### src/design/fbpa_pkg.sv
// Package for the fixed block pool allocator: sizes, codes and the structs
// passed between the top level and the slab unit. No dependencies.
`timescale 1ns / 1ps

package fbpa_pkg;

   // Sizing of the pool.
   localparam int FREE_DEPTH = 1024;
   localparam int MAX_SLABS  = 8;
   localparam int ADDR_BITS  = 20;

   localparam int FREE_IDX_W = $clog2(FREE_DEPTH);
   localparam int FREE_CNT_W = $clog2(FREE_DEPTH + 1);
   localparam int SLAB_IDX_W = (MAX_SLABS > 1) ? $clog2(MAX_SLABS) : 1;
   localparam int SLAB_CNT_W = $clog2(MAX_SLABS + 1);

   // Field widths of the ports.
   localparam int OP_W      = 2;
   localparam int STATUS_W  = 2;
   localparam int BLOCK_W   = 13;
   localparam int INIT_W    = 20;
   localparam int CSR_IDX_W = 1;
   localparam int CSR_DAT_W = 20;

   // Register reset values.
   localparam logic [BLOCK_W-1:0] BLOCK_BYTES_RESET   = BLOCK_W'(16);
   localparam logic [INIT_W-1:0]  INITIAL_BYTES_RESET = INIT_W'(1024);

   localparam logic [ADDR_BITS-1:0] ADDR_MAX = {ADDR_BITS{1'b1}};

   // Operation codes of a request.
   localparam logic [OP_W-1:0] OP_GET  = 2'd0;
   localparam logic [OP_W-1:0] OP_PUT  = 2'd1;
   localparam logic [OP_W-1:0] OP_GROW = 2'd2;

   // Configuration register indexes.
   localparam logic [CSR_IDX_W-1:0] CSR_BLOCK_BYTES   = 1'd0;
   localparam logic [CSR_IDX_W-1:0] CSR_INITIAL_BYTES = 1'd1;

   // Response status codes.
   typedef enum logic [STATUS_W-1:0] {
      STATUS_OK          = 2'd0,
      STATUS_EMPTY       = 2'd1,
      STATUS_STORE_FULL  = 2'd2,
      STATUS_GROW_REJECT = 2'd3
   } status_type;

   // Request sequencer states.
   typedef enum logic {
      ST_IDLE,
      ST_EXEC
   } fsm_state_type;

   // Command from the top level to the slab unit.
   typedef struct packed {
      logic                 bump;
      logic                 grow;
      logic [ADDR_BITS-1:0] new_total;
   } slab_cmd_type;

   // Answer of the slab unit for the command presented.
   typedef struct packed {
      logic                 empty;
      logic                 grow_reject;
      logic [ADDR_BITS-1:0] addr;
   } slab_rsp_type;

endpackage

### src/design/fbpa_slab.sv
// Slab unit of the fixed block pool allocator: slab limits, bump pointer and
// grow handling. Depends on fbpa_pkg.
`timescale 1ns / 1ps

module fbpa_slab (
   input  logic                          clock,
   input  logic                          reset,
   input  logic                          restart,
   input  logic [fbpa_pkg::INIT_W-1:0]   restart_bytes,
   input  logic [fbpa_pkg::BLOCK_W-1:0]  block_bytes,
   input  fbpa_pkg::slab_cmd_type        cmd,
   output fbpa_pkg::slab_rsp_type        rsp
);
   import fbpa_pkg::*;

   logic [ADDR_BITS-1:0]  slab_limit_ff [MAX_SLABS];
   logic [ADDR_BITS-1:0]  slab_limit_in [MAX_SLABS];
   logic [SLAB_CNT_W-1:0] slab_count_ff, slab_count_in;
   logic [SLAB_IDX_W-1:0] current_slab_ff, current_slab_in;
   logic [ADDR_BITS-1:0]  bump_pos_ff, bump_pos_in;
   logic [ADDR_BITS-1:0]  pool_bytes_ff, pool_bytes_in;

   logic [BLOCK_W-1:0]    blk;
   logic [ADDR_BITS-1:0]  lim;
   logic [ADDR_BITS:0]    bump_end;
   logic                  exhausted;
   logic                  last_slab;
   logic [ADDR_BITS-1:0]  base;
   logic [ADDR_BITS:0]    next_pos;
   logic [ADDR_BITS-1:0]  start_bytes;

   // A zero block size counts as one byte.
   assign blk = (block_bytes == '0) ? BLOCK_W'(1) : block_bytes;

   // Exhaustion check on the current slab and the start of the block.
   assign lim       = slab_limit_ff[current_slab_ff];
   assign bump_end  = {1'b0, bump_pos_ff} + (ADDR_BITS + 1)'(blk);
   assign exhausted = bump_end > {1'b0, lim};
   assign last_slab = ((SLAB_CNT_W + 1)'(current_slab_ff) + (SLAB_CNT_W + 1)'(1))
                      >= (SLAB_CNT_W + 1)'(slab_count_ff);
   assign base      = exhausted ? lim : bump_pos_ff;
   assign next_pos  = {1'b0, base} + (ADDR_BITS + 1)'(blk);

   // Answers for the command on offer.
   always_comb begin
      rsp.empty       = exhausted && last_slab;
      rsp.grow_reject = (cmd.new_total <= pool_bytes_ff) ||
                        (slab_count_ff == SLAB_CNT_W'(MAX_SLABS));
      rsp.addr        = base;
   end

   // Next state of the slab bookkeeping.
   always_comb begin
      slab_limit_in   = slab_limit_ff;
      slab_count_in   = slab_count_ff;
      current_slab_in = current_slab_ff;
      bump_pos_in     = bump_pos_ff;
      pool_bytes_in   = pool_bytes_ff;
      if (cmd.bump && !rsp.empty) begin
         if (exhausted) begin
            current_slab_in = current_slab_ff + SLAB_IDX_W'(1);
         end
         bump_pos_in = next_pos[ADDR_BITS] ? ADDR_MAX : next_pos[ADDR_BITS-1:0];
      end
      if (cmd.grow && !rsp.grow_reject) begin
         slab_limit_in[slab_count_ff[SLAB_IDX_W-1:0]] = cmd.new_total;
         slab_count_in = slab_count_ff + SLAB_CNT_W'(1);
         pool_bytes_in = cmd.new_total;
      end
   end

   assign start_bytes = reset ? ADDR_BITS'(INITIAL_BYTES_RESET) : ADDR_BITS'(restart_bytes);

   // Slab registers; reset and a new first slab size both restart the pool.
   always_ff @(posedge clock) begin
      if (reset || restart) begin
         for (int i = 0; i < MAX_SLABS; i++) begin
            slab_limit_ff[i] <= (i == 0) ? start_bytes : '0;
         end
         slab_count_ff   <= SLAB_CNT_W'(1);
         current_slab_ff <= '0;
         bump_pos_ff     <= '0;
         pool_bytes_ff   <= start_bytes;
      end else begin
         slab_limit_ff   <= slab_limit_in;
         slab_count_ff   <= slab_count_in;
         current_slab_ff <= current_slab_in;
         bump_pos_ff     <= bump_pos_in;
         pool_bytes_ff   <= pool_bytes_in;
      end
   end

endmodule

### config.mk
export PLATFORM = sky130hd
export DESIGN_NAME = fbpa_slab
export DESIGN_NICKNAME = d
export VERILOG_FILES = /design/src/design/fbpa_pkg.sv /design/src/design/fbpa_slab.sv
export SDC_FILE = /design/constraint.sdc
export NUM_CORES = 1
export LEC_CHECK = 0
export BUFFER_PORTS_ARGS = -buffer_cell sky130_fd_sc_hd__buf_2
export CAP_MARGIN = 20
export CELL_PAD_IN_SITES_DETAIL_PLACEMENT = 1
export CELL_PAD_IN_SITES_GLOBAL_PLACEMENT = 1
export CORE_MARGIN = 2
export CORE_UTILIZATION = 51
export CTS_CLUSTER_SIZE = 24
export DETAILED_ROUTE_END_ITERATION = 12
export HOLD_SLACK_MARGIN = 0.12
export PLACE_DENSITY_LB_ADDON = 0.1
export SLEW_MARGIN = 20
export SYNTH_ARGS = -nofsm -noshare
export SYNTH_HDL_FRONTEND = slang
export SYNTH_SLANG_ARGS = --single-unit
### constraint.sdc
create_clock -name clock -period 13.7 [get_ports clock]
set_clock_uncertainty 0.2 [all_clocks]
set_input_delay 0.685 -clock clock [delete_from_list [all_inputs] [get_ports clock]]
set_output_delay 0.685 -clock clock [all_outputs]
set_load 0.005 [all_outputs]
==> impl_metrics.toml <==
[routing]
vias_per_cell = 6.18
ant_nets = 0
initialDrtViolationCount = 595
dr.pass1.iters = 5
wirelength_mm = 34.7
wl_per_cell_um = 21.6
via_count = 9901
drc = 0

[global_routing]
grt_overflow = 0
grt_pass1_wl_mm = 55.4
grt_max_degree = 93
grt_use_total_pct = 28.7
first_global_vias = 10400
antenna_found_initial = 0

[layout]
syn_to_final_growth_pct = 10.3
drive_above_1_share_pct = 16.3
antenna_cells = 0
fillCellCount = 2615
register_area_sq_um = 4550
final_nets = 1425
stdcell_count = 1603
multi_input_area_sq_um = 6590

[clock_network]
ctsResizeCount = 0
clock-sinks = 207
cts_root_buf = "clkbuf_16"
cts_max_path_buffers = 3
h-tree-depth = 1
hold_buffers = 0
tritoncts = "done"
post_cts_buffers = 0
clkLatencyLatePin_ns = 0.52
cts_inserted_buffers = 24
path_clk_slew_ns = 0.06

[sta]
setup_slack_ns = 4.11
hold_violations = 0
fin_crit_sh_pct = 70.0
worst_pin_slew_ns = 1.01
fmax_ghz = 0.104
setup_tns_ns = 0
rsz0062_at_grt = "no"
slew_violations = 0
slew_headroom_pct = 32.4
period_needed_ns = 9.59
setup_violations = 0

[synth]
async_reset_ff_share_pct = 0
synthesis.nets = 1411
synth_ff_type = "dfxtp_1"
synth_area_sq_um = 11800
yosysSeqAreaShare_pct = 38.7
ys_ff_latch = 207
yosysWarnings = 0
synthCells = 1286
synth.area.top_cells = "dfxtp_1 28%, edfxtp_1 10%, mux4_2 7.7%"
synth_top_area_cell = "dfxtp_1"
synth_edf_count = 40
syn_area_per_cell_sq_um = 9.14
synth_cell_types = 63
yosysTopAreaCellShare_pct = 28.5

[floorplanning]
coreArea_sq_um = 22600
die_w_um = 156
dieHeight_um = 156
die_area_sq_um = 24300
rows = 55
initial_core_util_pct = 51.9
io_pins = 80

[worst_setup_path]
critPathKind = "in2reg"
slowest_delay_ns = 0.80
cp_max_fo = 44
crit_path_start_kind = "input port"
path_buf_inv = 2
cp_data_arrival_time_ns = 9.74
endpoint_kind = "flip-flop"
cp_slowest_cell = "o21a_1"
cpMostUsedCell = "maj3_1"
path_delay_family = "compound AO/OA/AOI/OAI gates"
crit_required_ns = 13.85

[pwr]
pwr-share-seq_pct = 38.1
p_clk_share_pct = 36.2
peakVddDrop_uv = 98.2
power_switching_w = 0.000547
p_per_area_nw_per_um2 = 134
p_int_w = 0.00119
p_comb_share_pct = 25.7
leakagePower_nw = 4.96
switching_share_pct = 31.5

[worst_hold_path]
worst_hold_path_type = "reg2reg"

[place]
routabilityCongestion = 0.853
hpwlAfterDp_mm = 23.6
post-place-ws_ns = 3.72
port-buffer-count = 79
dp_cells = 1559

[job]
drv_cap = 0

[status]
status = "complete, no violations"
[area by class of cell]
cell class              count  area share, %
repair buffers             92           3.80
inverters                  51           1.48
clock inverters             5          0.212
flip-flops and latches    207           35.1
clock buffers              39           5.77
multi-input cells         924           50.9
well taps                 285           2.75
[layer usage]
layer  share of wire (%)  GRT usage, %  up-vias
li1                    -             -     4693
met1                  45          38.3     4975
met2                  50          50.9      188
met3                 3.4          3.33       45
met4                 1.2          5.37        0
met5                   0             0        -
[state kept, by name, indices dropped and copies added, names as in the netlist]
signal,count
bump_pos_ff,20
current_slab_ff,3
pool_bytes_ff,20
slab_count_ff,4
slab_limit_ff,160
[metrics by stage]
step / hold slack (ns) / power, W / utilization [%] / instance area, sq um
5_1_grt: 0.276 / 0.00181 / 57.2 / 13000
3_5_place_dp: 0.250 / 0.00111 / 53.8 / 12200
3_3_place_gp: 0.242 / 0.00110 / 53.8 / 12200
4_1_cts: 0.258 / 0.00174 / 57.2 / 13000
6_report: 0.257 / 0.00173 / 57.2 / 13000
2_1_floorplan: 0.233 / 0.000981 / - / 11800
[layout by cell type, fill, tap and decap left out, types with 6 or more instances in the layout]
master	netlist	final
clkbuf_8	0	7
nor2_1	65	64
mux2i_1	32	32
nand2_1	108	108
buf_4	1	13
clkbuf_1	80	7
inv_1	50	50
xor2_1	15	15
mux4_2	40	40
a31oi_1	7	7
nand3_1	150	150
a32o_1	18	18
edfxtp_1	40	40
clkbuf_16	0	25
a21oi_1	49	49
nand4_1	10	10
maj3_1	8	8
and3_1	6	6
xnor2_1	31	31
a21o_1	23	23
a21oi_2	10	10
nor2b_1	6	6
mux2_2	13	13
ha_1	65	65
nor3_1	9	9
o21a_1	9	9
o21ai_0	179	179
buf_2	7	79
dfxtp_1	167	164
and4_1	10	9
[power groups by stage]
stage | combinational (W) | clock [W] | sequential (W)
after floorplan | 0.000317 | 0 | 0.000664
after global placement | 0.000427 | 0 | 0.000672
after detailed placement | 0.000439 | 0 | 0.000673
after CTS | 0.000444 | 0.000639 | 0.000660
after global routing | 0.000493 | 0.000659 | 0.000662
final | 0.000445 | 0.000628 | 0.000661
[cell families (layout without fill, tap and decap cells)]
kind of cell | Yosys count | count (layout) | share of synthesized area, %
compound gates | 328 | 328 | 17.0
xor+xnor | 46 | 46 | 3.43
fa+ha+maj | 76 | 76 | 8.04
buf+inv | 155 | 187 | 5.31
flops | 207 | 207 | 38.7
mux | 86 | 86 | 11.8
simple gates | 388 | 388 | 15.7
[synth_stat cells, types with 3 or more instances]
cell type / count
clkbuf_1: 80
a31o_2: 3
maj3_1: 8
a21oi_1: 49
xor2_1: 15
nand2_1: 108
buf_6: 4
a31oi_1: 7
mux4_2: 40
nor3_1: 9
nor2b_1: 6
buf_2: 7
o21ai_0: 179
nor2_1: 65
inv_1: 50
dfxtp_1: 167
ha_1: 65
a211oi_1: 5
a21oi_2: 10
and3_1: 6
buf_1: 12
mux2_2: 13
a32o_1: 18
edfxtp_1: 40
o2111ai_1: 3
or3_1: 5
nor4_1: 4
and4_1: 10
a21o_1: 23
or2_2: 4
xnor2_1: 31
nand2b_1: 6
o211a_1: 3
o21a_1: 9
nand4_1: 10
mux2i_1: 32
nand3_1: 150
[worst reg2reg max path: cells and delay by family (launching register included)]
| family | cells | cell delay, ns |
|---|---|---|
| muxes | 2 | 0.56 |
| buffers and inverters | 1 | 0.11 |
| AOI/OAI and AO/OA | 17 | 4.14 |
| and+or+nand+nor | 4 | 1.01 |
| xor gates and xnor gates | 1 | 0.07 |
| DFF | 1 | 0.43 |
| adders and majority gates | 8 | 2.56 |
[path summary, 6_finish.rpt]
path	depth (start not counted)	start	end	slack (ns)
worst min-delay path	2	slab_limit_ff[6]$_SDFFE_PN0P_	slab_limit_ff[6]$_SDFFE_PN0P_	0.26
worst max register to register	33	bump_pos_ff[1]$_SDFFE_PN0P_	bump_pos_ff[19]$_SDFFE_PN0P_	4.48
worst max-delay path	36	block_bytes[4]	bump_pos_ff[19]$_SDFFE_PN0P_	4.11
worst min register to register	2	slab_limit_ff[6]$_SDFFE_PN0P_	slab_limit_ff[6]$_SDFFE_PN0P_	0.26
(Power assumes the default switching activity.)
